File: src/srrb_pkg.sv
`default_nettype none

package srrb_pkg;

   // request selector carried in tuser
   typedef enum logic [1:0] {
      FUNC_RECEIVE = 2'd0,
      FUNC_TAKE    = 2'd1,
      FUNC_FLUSH   = 2'd2,
      FUNC_UNUSED  = 2'd3
   } func_type;

   localparam logic [2:0] ERR_NONE    = 3'd0;
   localparam logic [2:0] ERR_FRAME   = 3'd1;
   localparam logic [2:0] ERR_OVERRUN = 3'd2;
   localparam logic [2:0] ERR_PARITY  = 3'd3;
   localparam logic [2:0] ERR_FULL    = 3'd4;

   localparam int unsigned REQ_DATA_W = 16;
   localparam int unsigned RSP_DATA_W = 16;

   // controller to datapath
   typedef struct packed {
      logic store;       // receive beat: check flags, write ring
      logic pop;         // issue ring read, advance read pointer
      logic report;      // empty take: return latched error and clear it
      logic flush;       // pointers back to zero
      logic load_blank;  // result of zeros
      logic load_pop;    // result from ring read data
   } cmd_type;

   // datapath to controller
   typedef struct packed {
      logic empty;
      logic slot_free;
   } sts_type;

endpackage

`default_nettype wire

File: src/srrb_ram.sv
`default_nettype none

module srrb_ram #(
   parameter int unsigned WIDTH = 8,
   parameter int unsigned DEPTH = 32
) (
   input  wire logic                     clock,
   input  wire logic                     wr_en,
   input  wire logic [$clog2(DEPTH)-1:0] wr_addr,
   input  wire logic [WIDTH-1:0]         wr_data,
   input  wire logic                     rd_en,
   input  wire logic [$clog2(DEPTH)-1:0] rd_addr,
   output logic      [WIDTH-1:0]         rd_data
);

   logic [WIDTH-1:0] mem_ff [DEPTH];

   always_ff @(posedge clock) begin
      if (wr_en) begin
         mem_ff[wr_addr] <= wr_data;
      end
      if (rd_en) begin
         rd_data <= mem_ff[rd_addr];
      end
   end

endmodule

`default_nettype wire

File: src/srrb_ctrl.sv
`default_nettype none

module srrb_ctrl
   import srrb_pkg::*;
(
   input  wire logic       clock,
   input  wire logic       reset,
   input  wire logic       req_tvalid,
   output logic            req_tready,
   input  wire logic [1:0] req_tuser,
   input  wire sts_type    sts,
   output cmd_type         cmd
);

   typedef enum logic {
      ST_IDLE,
      ST_READ
   } state_type;

   state_type state_ff;
   state_type state_in;
   logic      accept;
   func_type  func;

   assign func = func_type'(req_tuser);

   always_comb begin
      req_tready = (state_ff == ST_IDLE) && sts.slot_free;
      accept     = req_tvalid && req_tready;
      cmd        = '0;
      state_in   = state_ff;
      unique case (state_ff)
         ST_IDLE: begin
            if (accept) begin
               unique case (func)
                  FUNC_RECEIVE: begin
                     cmd.store      = 1'b1;
                     cmd.load_blank = 1'b1;
                  end
                  FUNC_TAKE: begin
                     if (sts.empty) begin
                        cmd.report = 1'b1;
                     end else begin
                        cmd.pop  = 1'b1;
                        state_in = ST_READ;
                     end
                  end
                  FUNC_FLUSH: begin
                     cmd.flush      = 1'b1;
                     cmd.load_blank = 1'b1;
                  end
                  default: begin
                     cmd.load_blank = 1'b1;
                  end
               endcase
            end
         end
         ST_READ: begin
            // ring data is out of the ram now; result slot was freed at accept
            cmd.load_pop = 1'b1;
            state_in     = ST_IDLE;
         end
         default: begin
            state_in = ST_IDLE;
         end
      endcase
   end

   always_ff @(posedge clock) begin
      if (reset) begin
         state_ff <= ST_IDLE;
      end else begin
         state_ff <= state_in;
      end
   end

endmodule

`default_nettype wire

File: src/srrb_dp.sv
`default_nettype none

module srrb_dp
   import srrb_pkg::*;
#(
   parameter int unsigned RING_DEPTH = 32
) (
   input  wire logic                  clock,
   input  wire logic                  reset,
   input  wire logic [REQ_DATA_W-1:0] req_tdata,
   output logic                       rsp_tvalid,
   input  wire logic                  rsp_tready,
   output logic      [RSP_DATA_W-1:0] rsp_tdata,
   input  wire logic                  csr_valid,
   output logic                       csr_ready,
   input  wire logic                  csr_data,
   input  wire cmd_type               cmd,
   output sts_type                    sts
);

   localparam int unsigned AW = $clog2(RING_DEPTH);
   localparam logic [AW-1:0] LAST = AW'(RING_DEPTH - 1);

   logic [AW-1:0] rd_ptr_ff, rd_ptr_in;
   logic [AW-1:0] wr_ptr_ff, wr_ptr_in;
   logic [2:0]    pend_ff, pend_in;
   logic          thru_ff, thru_in;
   logic          rsp_valid_ff, rsp_valid_in;
   logic          out_valid_ff, out_valid_in;
   logic [7:0]    out_byte_ff, out_byte_in;
   logic          echo_ff, echo_in;
   logic [2:0]    err_ff, err_in;

   logic [7:0]    rx_byte;
   logic          frame_error;
   logic          overrun_error;
   logic          parity_error;
   logic [AW-1:0] wr_next;
   logic [AW-1:0] rd_next;
   logic          ram_wr;
   logic [7:0]    ram_rdata;
   logic          load;

   assign rx_byte       = req_tdata[7:0];
   assign frame_error   = req_tdata[8];
   assign overrun_error = req_tdata[9];
   assign parity_error  = req_tdata[10];

   assign wr_next = (wr_ptr_ff == LAST) ? '0 : wr_ptr_ff + AW'(1);
   assign rd_next = (rd_ptr_ff == LAST) ? '0 : rd_ptr_ff + AW'(1);
   assign ram_wr  = cmd.store && !frame_error && !overrun_error && !parity_error;

   srrb_ram #(
      .WIDTH(8),
      .DEPTH(RING_DEPTH)
   ) u_ram (
      .clock  (clock),
      .wr_en  (ram_wr),
      .wr_addr(wr_ptr_ff),
      .wr_data(rx_byte),
      .rd_en  (cmd.pop),
      .rd_addr(rd_ptr_ff),
      .rd_data(ram_rdata)
   );

   assign sts.empty     = (rd_ptr_ff == wr_ptr_ff);
   assign sts.slot_free = !rsp_valid_ff || rsp_tready;
   assign csr_ready     = 1'b1;
   assign load          = cmd.load_blank || cmd.load_pop || cmd.report;

   always_comb begin
      rd_ptr_in = rd_ptr_ff;
      wr_ptr_in = wr_ptr_ff;
      pend_in   = pend_ff;
      thru_in   = (csr_valid && csr_ready) ? csr_data : thru_ff;

      if (cmd.store) begin
         if (frame_error) begin
            pend_in = ERR_FRAME;
         end else if (overrun_error) begin
            pend_in = ERR_OVERRUN;
         end else if (parity_error) begin
            pend_in = ERR_PARITY;
         end else begin
            wr_ptr_in = wr_next;
            // writer caught the reader: ring wraps to empty
            if (wr_next == rd_ptr_ff) begin
               pend_in = ERR_FULL;
            end
         end
      end
      if (cmd.pop) begin
         rd_ptr_in = rd_next;
      end
      if (cmd.report) begin
         pend_in = ERR_NONE;
      end
      if (cmd.flush) begin
         rd_ptr_in = '0;
         wr_ptr_in = '0;
      end

      out_valid_in = cmd.load_pop;
      out_byte_in  = cmd.load_pop ? ram_rdata : 8'd0;
      echo_in      = cmd.load_pop && thru_ff;
      err_in       = cmd.report ? pend_ff : ERR_NONE;

      if (load) begin
         rsp_valid_in = 1'b1;
      end else if (rsp_tready) begin
         rsp_valid_in = 1'b0;
      end else begin
         rsp_valid_in = rsp_valid_ff;
      end
   end

   always_ff @(posedge clock) begin
      if (reset) begin
         rd_ptr_ff    <= '0;
         wr_ptr_ff    <= '0;
         pend_ff      <= ERR_NONE;
         thru_ff      <= 1'b0;
         rsp_valid_ff <= 1'b0;
      end else begin
         rd_ptr_ff    <= rd_ptr_in;
         wr_ptr_ff    <= wr_ptr_in;
         pend_ff      <= pend_in;
         thru_ff      <= thru_in;
         rsp_valid_ff <= rsp_valid_in;
      end
   end

   always_ff @(posedge clock) begin
      if (load) begin
         out_valid_ff <= out_valid_in;
         out_byte_ff  <= out_byte_in;
         echo_ff      <= echo_in;
         err_ff       <= err_in;
      end
   end

   assign rsp_tvalid = rsp_valid_ff;
   assign rsp_tdata  = {3'b000, err_ff, echo_ff, out_byte_ff, out_valid_ff};

endmodule

`default_nettype wire

File: src/serial_receive_ring_buffer_unit.sv
`default_nettype none

// channel   | handshake              | payload
// ----------+------------------------+----------------------------------------------
// req       | req_tvalid/req_tready  | tuser func, tdata rx_byte + error flags
// rsp       | rsp_tvalid/rsp_tready  | tdata out_valid, out_byte, echo_valid, error
// csr       | csr_valid/csr_ready    | csr_data = thru_enable
//
// receive, flush, empty take and unused beats load the result register directly; a take
// that pops a byte first passes through ST_READ for the registered read of the ring ram.
// one result register sits on the rsp side; a new beat is taken while the held
// result leaves in the same cycle, and req stalls while rsp is backed up.
// reset (synchronous) clears the pointers, the latched error and thru_enable;
// ring contents are not cleared and need no clearing pass.

module serial_receive_ring_buffer_unit
   import srrb_pkg::*;
#(
   parameter int unsigned RING_DEPTH = 32
) (
   input  wire logic                  clock,
   input  wire logic                  reset,
   input  wire logic                  req_tvalid,
   output logic                       req_tready,
   // [7:0] rx_byte, [8] frame_error, [9] overrun_error, [10] parity_error
   input  wire logic [REQ_DATA_W-1:0] req_tdata,
   // [1:0] func
   input  wire logic [1:0]            req_tuser,
   output logic                       rsp_tvalid,
   input  wire logic                  rsp_tready,
   // [0] out_valid, [8:1] out_byte, [9] echo_valid, [12:10] error_code
   output logic      [RSP_DATA_W-1:0] rsp_tdata,
   input  wire logic                  csr_valid,
   output logic                       csr_ready,
   input  wire logic                  csr_data
);

   cmd_type cmd;
   sts_type sts;

   srrb_ctrl u_ctrl (
      .clock     (clock),
      .reset     (reset),
      .req_tvalid(req_tvalid),
      .req_tready(req_tready),
      .req_tuser (req_tuser),
      .sts       (sts),
      .cmd       (cmd)
   );

   srrb_dp #(
      .RING_DEPTH(RING_DEPTH)
   ) u_dp (
      .clock     (clock),
      .reset     (reset),
      .req_tdata (req_tdata),
      .rsp_tvalid(rsp_tvalid),
      .rsp_tready(rsp_tready),
      .rsp_tdata (rsp_tdata),
      .csr_valid (csr_valid),
      .csr_ready (csr_ready),
      .csr_data  (csr_data),
      .cmd       (cmd),
      .sts       (sts)
   );

endmodule

`default_nettype wire

File: config.mk
export PLATFORM = sky130hd
export DESIGN_NAME = serial_receive_ring_buffer_unit
export DESIGN_NICKNAME = d
export VERILOG_FILES = /design/src/srrb_pkg.sv /design/src/srrb_ram.sv /design/src/srrb_ctrl.sv /design/src/srrb_dp.sv /design/src/serial_receive_ring_buffer_unit.sv
export SDC_FILE = /design/constraint.sdc
export NUM_CORES = 1
export LEC_CHECK = 0
export ABC_AREA = 1
export BUFFER_PORTS_ARGS = -buffer_cell sky130_fd_sc_hd__buf_2
export CORE_MARGIN = 3
export CORE_UTILIZATION = 55
export CTS_CLUSTER_DIAMETER = 120
export DETAILED_ROUTE_END_ITERATION = 12
export PLACE_DENSITY = 0.72
export SETUP_SLACK_MARGIN = 0.2
export SLEW_MARGIN = 30
export SYNTH_ARGS = -nofsm -noshare
export SYNTH_HDL_FRONTEND = slang
export SYNTH_HIERARCHICAL = 1
export SYNTH_SLANG_ARGS = --single-unit
File: constraint.sdc
create_clock -name clock -period 2.97 [get_ports clock]
set_input_delay 0.594 -clock clock [delete_from_list [all_inputs] [get_ports clock]]
set_output_delay 0.594 -clock clock [all_outputs]
set_load 0.01 [all_outputs]
* After elaboration in Yosys (flattened, before gate mapping) *
Memories as Yosys holds them, arrays and structs flattened. A register that Yosys moved wholly into a read port is not among the register bits.
Index checks and enable logic that the tools add are counted.

operators by class
  reduce and logical (&&, ||, !) cells = 20
  bitwise operators = 4
  $add $sub $neg = 2
  multiplexer cells = 22
  equal/unequal tests = 6

operators with widths
  cell                                                  count
  two-way mux 5 bit                                     4
  two-way mux 1 bit                                     12
  two-way mux 3 bit                                     4
  adder 5 x 1 -> 5 bit (second input constant)          2
  equality test 5 bit                                   2
  equality test 5 bit (second input constant)           2
  logical AND 1 bit                                     6
  zero test 1 bit                                       4
  inverter 1 bit                                        4
  AND reduction 4 bit                                   1
  nonzero test 4 bit                                    1
  OR reduction 2 bit                                    2
  logical OR 1 bit                                      3
  equality test 2 x 1 -> 1 bit (second input constant)  1
  equality test 2 bit (second input constant)           1
  zero test 2 bit                                       1
  two-way mux 2 bit                                     1
  case mux 1 bit (2 select lines)                       1
  AND reduction 2 bit                                   1
  nonzero test 2 bit                                    1

word-level totals
  memories = 1
  word-level logic and storage cells = 65
  output and inout bits = 19
  bits of input ports = 24
  memory bits (writable) = 256
  register bits after elaboration = 29

memories
  name               depth  bits a word  rd ports  clocked after memory_dff  write ports  RTL line        source
  u_dp.u_ram.mem_ff  32     8            1         1                         1            srrb_ram.sv:16  logic [WIDTH-1:0] mem_ff [DEPTH];

* Logic depth before layout (Yosys ltp) *
Gate-level depths: netlist of the first run.

  depth in word-level cells = 11
  mapped depth = 15
  mapped depth without buffers = 15

* By module *
The synthesis of the first run kept the hierarchy.

by module, submodules not included
  module     instances  cells each  sequential area each (um2)  area each (um2)
  srrb_ram   1          922         7,927.6                     10,866.7
  srrb_dp    1          180         690.7                       1,412.6
  srrb_ctrl  1          19          20.0                        122.6

* Worst setup path after synthesis of the first run *
OpenSTA, ideal clock, no wires.

  kind = input -> register
  start = input port rsp_tready
  end = memory u_dp.u_ram.mem_ff[11][0] (enable)
  path slack = 0.277 ns
  buffers on the path = 1
  stages = 11
  data arrival time = 2.322 ns
  library setup time = 0.370 ns
  data required time = 2.600 ns
  cell sequence = inv_1 nand2_1 nand3_4 nor3_1 inv_1 nor2_1 nand2_1 inv_1 buf_2 nand3_1 nor2_1

RTL lines
  what             RTL line                               source
  start, declared  serial_receive_ring_buffer_unit.sv:30  input wire logic rsp_tready,
  end, declared    srrb_ram.sv:16

==> results.toml, run 1 <==
[status]
outcome = "finished clean"

[global_routing]
grt_pass1_wl_mm = 42.7
grt_antenna_before_repair = 0
grt_pass1_vias = 7727
grt-ovfl-total = 0
grt_max_degree = 113
grt_use_total_pct = 22.7

[floorplanning]
fp.coreArea_um2 = 22000
num_io_pins = 43
start_util_pct = 56.5
rows = 54
dieArea_um2 = 24400
dieHeight_um = 156
fp.dieW_um = 156

[place]
place_congestion = 0.874
port_buffers = 33
hpwl_mm = 16.4
dp_slack_ns = 0.280

[cells_and_area]
nNetsFinal = 1206
syn2layout_area_growth_pct = 12.6
drive_gt1_share_pct = 12.7
antenna_cells = 0

[clock_tree]
clock_latency_ns = 0.55
h-tree-depth = 1
cts-root-buf = "clkbuf_16"
clock_path_buffers = 3
clk_pin_slew_ns = 0.06
cts_tree = "built"
ctsHoldBuffers = 0
numCtsBuffers = 30
cts.sinks = 293
cts_setup_buffers = 0

[setup_path]
startpoint_type = "register"
cp-end-kind = "register"
cp.arrival_ns = 2.75
critPathRequiredTime_ns = 3.16
cp_max_fo = 13
crit_type = "reg2reg"
r2r_setup_slack_ns = 0.41

[timing]
rsz0062_at_grt = "false"
max_slew_margin_pct = 46.2
skew_ns = 0.0117
fin_tns_setup_ns = 0
max_freq_mhz = 391
hold_slack_ns = 0.245
finalSetupViolCount = 0
fin_ws_ns = 0.409
post-route-min-period_ns = 2.56
worst_pin_slew_ns = 0.807
slew_viol_final = 0
fin_crit_sh_pct = 86.2
final_hold_viol_count = 0

[drt]
route.detailed.drc = 0
routed_wl_mm = 27.6
drt_iter0_drc = 970
vias = 8144
first_pass_iters = 5
wl_per_cell_um = 18.6
final_antenna_net_count = 0
via_per_inst = 5.50

[pwr]
ir_drop_v = 0.000557
powerDensity_nw_per_um2 = 633
power.leakage_uw = 0.00533

[logic_synthesis]
synth_area_leaders = "edfxtp_1 67%, nand2_1 12%, nand3_1 8.4%"
ys_seq_elements = 293
synth_cell_type_count = 29
synth_warnings = 6
synth_seq_area_share_pct = 69.7
syn_avg_cell_area_um2 = 11.1
yosysTopAreaCell = "edfxtp_1"
synth_top_area_share_pct = 67.1
yosys.cell_count.top_type = "nand2_1"
yosys-top-cells-count = "407 x nand2_1, 277 x edfxtp_1, 209 x nand3_1, 47 x inv_1, 47 x nor2_1"
syn_area_um2 = 12400
synthArstFlopShare_pct = 0
syn_inst = 1121
synth_ff_type = "edfxtp_1"
synth_edf_count = 277

[run]
drv_cap = 0

[min_path]
hold_class = "in2reg"
[repair_timing]
action	in CTS	in global routing
resized for setup	0	2
hold endpoints to repair	0	0
setup endpoints to repair	0	16
[placed cells by master, fill, tap and decap left out]
cell type   instances
nand4_1             3
clkbuf_16          30
buf_6               1
nand2_2             2
xor2_1              1
a2111oi_1           1
buf_2              33
clkinv_1            4
bufinv_16           8
a21oi_2             1
nand3_1           209
conb_1              4
nor2_1             46
clkinv_8            1
a21oi_1            12
nand3_2             3
nor4_1              1
nand3b_1            1
clkinv_4            2
clkinv_2            8
nand3_4             1
o22ai_1             1
clkinvlp_4          2
dfxtp_4             1
clkbuf_1            2
buf_4              49
nor3_2              1
inv_1              46
dfxtp_2             1
nand2_1           407
nor2_2              4
edfxtp_1          277
nor3_1              7
inv_2               4
ha_1                4
buf_12              1
o21ai_0             9
dfxtp_1            14
[worst max-delay path, cell delays in order (launching register included)]
cell and delay, ns:
dfxtp_1 0.51, o22ai_1 0.15, nor2_1 0.10, nand3_1 0.08, a2111oi_1 0.57, nand2_1 0.14, nor2_2 0.19, nor3_1 0.09
inv_1 0.39
[logic make-up (layout without fill, tap and decap cells)]
family,after synthesis,count (layout),share of synthesized area [%]
XOR/XNOR,1,1,0.0706
buffers and inverters,112,191,5.34
adder cells (fa/ha/maj),4,4,0.404
flip-flops,293,293,69.7
AO/OA/AOI/OAI,24,24,1.04
other,2,4,0.0606
AND/OR/NAND/NOR,685,685,23.4
[path summary, 6_finish.rpt]
check | end | start | cells past startpoint
worst max register to register | u_dp/out_byte_ff[7] | u_dp/wr_ptr_ff[1] | 8
worst max-delay path | u_dp/out_byte_ff[7] | u_dp/wr_ptr_ff[1] | 8
worst min register to register | u_dp/pend_ff[1] | u_dp/pend_ff[1] | 2
worst min-delay path | u_dp/thru_ff | csr_valid | 2
[sequential cells by signal, summed over array words and instances, names as in the netlist]
signal              flops
u_dp/thru_ff            1
u_dp/out_byte_ff        8
u_dp/err_ff             3
u_dp/rsp_tvalid         1
u_dp/rd_ptr_ff          5
u_dp/echo_ff            1
u_dp/wr_ptr_ff          5
u_dp/out_valid_ff       1
u_dp/u_ram/rd_data      8
u_ctrl/state_ff         1
u_dp/u_ram/mem_ff     256
u_dp/pend_ff            3
[per-layer routing]
metal / part of all wire, % / vias up / global-route usage [%] / wire, um
met5: 0 / - / 0 / 0
met4: 3.0 / 0 / 6.34 / 820
met3: 7.3 / 60 / 3.83 / 2010
met2: 49 / 312 / 37.8 / 13400
met1: 41 / 3827 / 31.4 / 11300
li1: - / 3945 / - / -
[cell type report]
| cell class | count | area, um^2 |
|---|---|---|
| clock buffer | 32 | 758 |
| tap | 280 | 350 |
| fill | 1680 | 8000 |
| timing repair buffer | 84 | 564 |
| multi-input combinational | 718 | 3110 |
| inverter | 51 | 193 |
| clock inverter | 24 | 339 |
| sequential | 293 | 8640 |
[per-stage QoR]
step / instances / instance area (um^2) / power [uW] / utilization (%)
2_1_floorplan: 1123 / 12400 / 4740 / -
3_3_place_gp: 1426 / 12900 / 4840 / 58.5
3_5_place_dp: 1426 / 12900 / 4850 / 58.5
4_1_cts: 1482 / 14000 / 8910 / 63.5
5_1_grt: 1482 / 14000 / 9110 / 63.6
6_report: 1482 / 14000 / 8840 / 63.6
[power by group]
| part | internal, uW | leakage [uW] | switching [uW] | total (uW) |
|---|---|---|---|---|
| Combinational | 50.1 | 0.00216 | 165 | 216 |
| Clock | 2550 | 0.000534 | 1530 | 4080 |
| Sequential | 4540 | 0.00263 | 7.83 | 4540 |
Power figures use the tool's default switching activity.
==> run 2: changes to the inputs <==
- SYNTH_HIERARCHICAL: 1 -> unset
==> run 2 against run 1 <==
Net effect: synthesized cell count down 9.5%; critical path type unchanged; setup slack better by 0.23 ns; power down 3.7%; worst hold slack better by 0.0025 ns; clock power down 7.6%; critical endpoint is now u_dp.echo_ff; routed wire length down 2.2%; cell count down 8.2%; register-to-register slack better by 0.23 ns; first-iteration DRC count down 9.4%; critical path depth unchanged; die area down 1.8%; maximum frequency up 9.7%.
==> results.toml, run 2 <==
[drt]
drt_iter0_drc = 879
vias = 7848
wl_per_cell_um = 19.8
route.detailed.drc = 0
first_pass_iters = 5
routed_wl_mm = 27.0
final_antenna_net_count = 0
via_per_inst = 5.77

[cells_and_area]
fillers = 1576
final_cell_mix = "277 x edfxtp_1, 190 x nor2_1, 119 x nand2_1"
multiInputGateArea_um2 = 2950
largest_reg_flops = 256
syn2layout_area_growth_pct = 12.0
largest-register = "u_dp.u_ram.mem_ff"
final_common_cell = "edfxtp_1"
nNetsFinal = 1097
ff_latch_area_um2 = 8640
stdcell_area_um2 = 13600
drive_gt1_share_pct = 13.7
antenna_cells = 0
reg_top3 = "u_dp.u_ram.mem_ff x256, u_dp.out_byte_ff x8, u_dp.u_ram.rd_data x8"

[logic_synthesis]
synth_seq_area_share_pct = 70.9
syn_inst = 1014
synth_cell_type_count = 36
syn_area_um2 = 12200
syn_avg_cell_area_um2 = 12.0
yosysTopAreaCell = "edfxtp_1"
synth_warnings = 0
yosys.cell_count.top_type = "edfxtp_1"
synth_edf_count = 277
synth_top_area_share_pct = 68.3
synth_area_leaders = "edfxtp_1 68%, nor2_1 5.9%, o21ai_0 4.1%"
synth_ff_type = "edfxtp_1"
synthArstFlopShare_pct = 0
ys_seq_elements = 293
yosys-top-cells-count = "277 x edfxtp_1, 190 x nor2_1, 119 x nand2_1, 100 x o21ai_0, 47 x nand3_1"

[pwr]
powerDensity_nw_per_um2 = 625
intPower_uw = 6870
ir_drop_v = 0.000509
swShare_pct = 19.4
pwr-share-comb_pct = 2.5
power_switching_uw = 1650
power.leakage_uw = 0.00486
seq_power_share_pct = 53.3
power_frac_clock_pct = 44.2

[clock_tree]
cts-root-buf = "clkbuf_16"
clock_path_buffers = 3
cts_tree = "built"
clock_latency_ns = 0.55
ctsHoldBuffers = 0
cts.sinks = 293
cts_resized = 0
numCtsBuffers = 29
clk_pin_slew_ns = 0.06
cts_setup_buffers = 0
h-tree-depth = 1

[setup_path]
cp.arrival_ns = 2.51
crit_chain = "clkinv_2 > nand2_1 > nand4_1 > nor2_2 > nand2_2 > nand3_1 > nand2_1 > nand2_1"
crit_type = "reg2reg"
critPathRequiredTime_ns = 3.14
slowest_stage = "nand2_1"
cpMostUsedCell = "nand2_1"
cp_max_fo = 33
critPathMaxStageDelay_ns = 0.42
startpoint_type = "register"
cp-end-kind = "register"

[timing]
slew_viol_final = 0
worst_pin_slew_ns = 0.875
finalSetupViolCount = 0
fin_crit_sh_pct = 78.6
max_slew_margin_pct = 41.4
max_freq_mhz = 428
hold_slack_ns = 0.248
rsz0062_at_grt = "false"
skew_ns = 0.0137
final_hold_viol_count = 0
fin_tns_setup_ns = 0
post-route-min-period_ns = 2.33

[floorplanning]
fp.dieW_um = 155
dieHeight_um = 155
fp.coreArea_um2 = 21400
rows = 53
num_io_pins = 43
start_util_pct = 57.0
dieArea_um2 = 24000

[place]
postPlaceCellArea_um2 = 12700
port_buffers = 33
hpwl_mm = 15.4
place_congestion = 0.895

[run]
drv_cap = 0

[status]
outcome = "finished clean"

[global_routing]
grt_max_degree = 133
grt_pass1_wl_mm = 41.0
grt_pass1_vias = 7408
grt-ovfl-total = 0
grt_antenna_before_repair = 0
grt_use_total_pct = 22.3

[min_path]
hold_class = "in2reg"
-- run 2: cell families after synthesis --
group	count (synthesis)	synth area share (%)
AOI/OAI and AO/OA	213	9.88
xor gates and xnor gates	2	0.144
adders and majority gates	8	0.822
buffers and inverters	109	4.88
DFF	293	70.9
other	2	0.0617
and+or+nand+nor	387	13.3
-- run 2: area by class of cell --
type,count,area share [%]
inverter,49,1.40
clock buffer,31,5.38
sequential,293,63.4
multi-input combinational,614,21.6
clock inverter,20,1.79
timing repair buffer,78,3.87
tap,275,2.52
-- run 2: per-stage QoR --
step                setup slack (ns)  power (uW)  utilization (%)  cells
finish                         0.635        8510             63.9   1360
global route                   0.502        8740             63.9   1360
CTS                            0.639        8560             63.9   1360
detailed placement             0.572        4840             59.3   1309
global placement               0.595        4830             59.3   1309
floorplan                      0.739        4730                -   1016
-- run 2: final timing paths --
kind	start	end	slack, ns	depth (start not counted)
worst max-delay path	u_dp.rd_ptr_ff[0]	u_dp.echo_ff	0.64	8
worst min-delay path	csr_valid	u_dp.thru_ff	0.25	2
worst max register to register	u_dp.rd_ptr_ff[0]	u_dp.echo_ff	0.64	8
worst min register to register	u_dp.pend_ff[1]	u_dp.pend_ff[1]	0.46	2
-- run 2: power groups by stage --
stage	Clock [uW]	Sequential [uW]	Combinational (uW)
floorplan	0	4630	94.8
global placement	0	4630	204
detailed placement	0	4630	209
CTS	3810	4540	211
global route	3970	4540	231
finish	3770	4540	209
-- run 2: worst max-delay path, delay by kind of cell (launching register included) --
family                 cells  cell delay, ns
buffers and inverters      1            0.39
flip-flops                 1            0.36
AND/OR/NAND/NOR            7            1.20
-- run 2: metal layers --
metal  up-vias  global-route usage [%]  share of wire, %  wire, um
met4         0                    7.74               3.4       906
met5         -                       0                 0         0
met3        62                    3.25               7.5      2030
met1      3757                    31.9                41     11200
li1       3701                       -                 -         -
met2       328                    35.5                48     12900
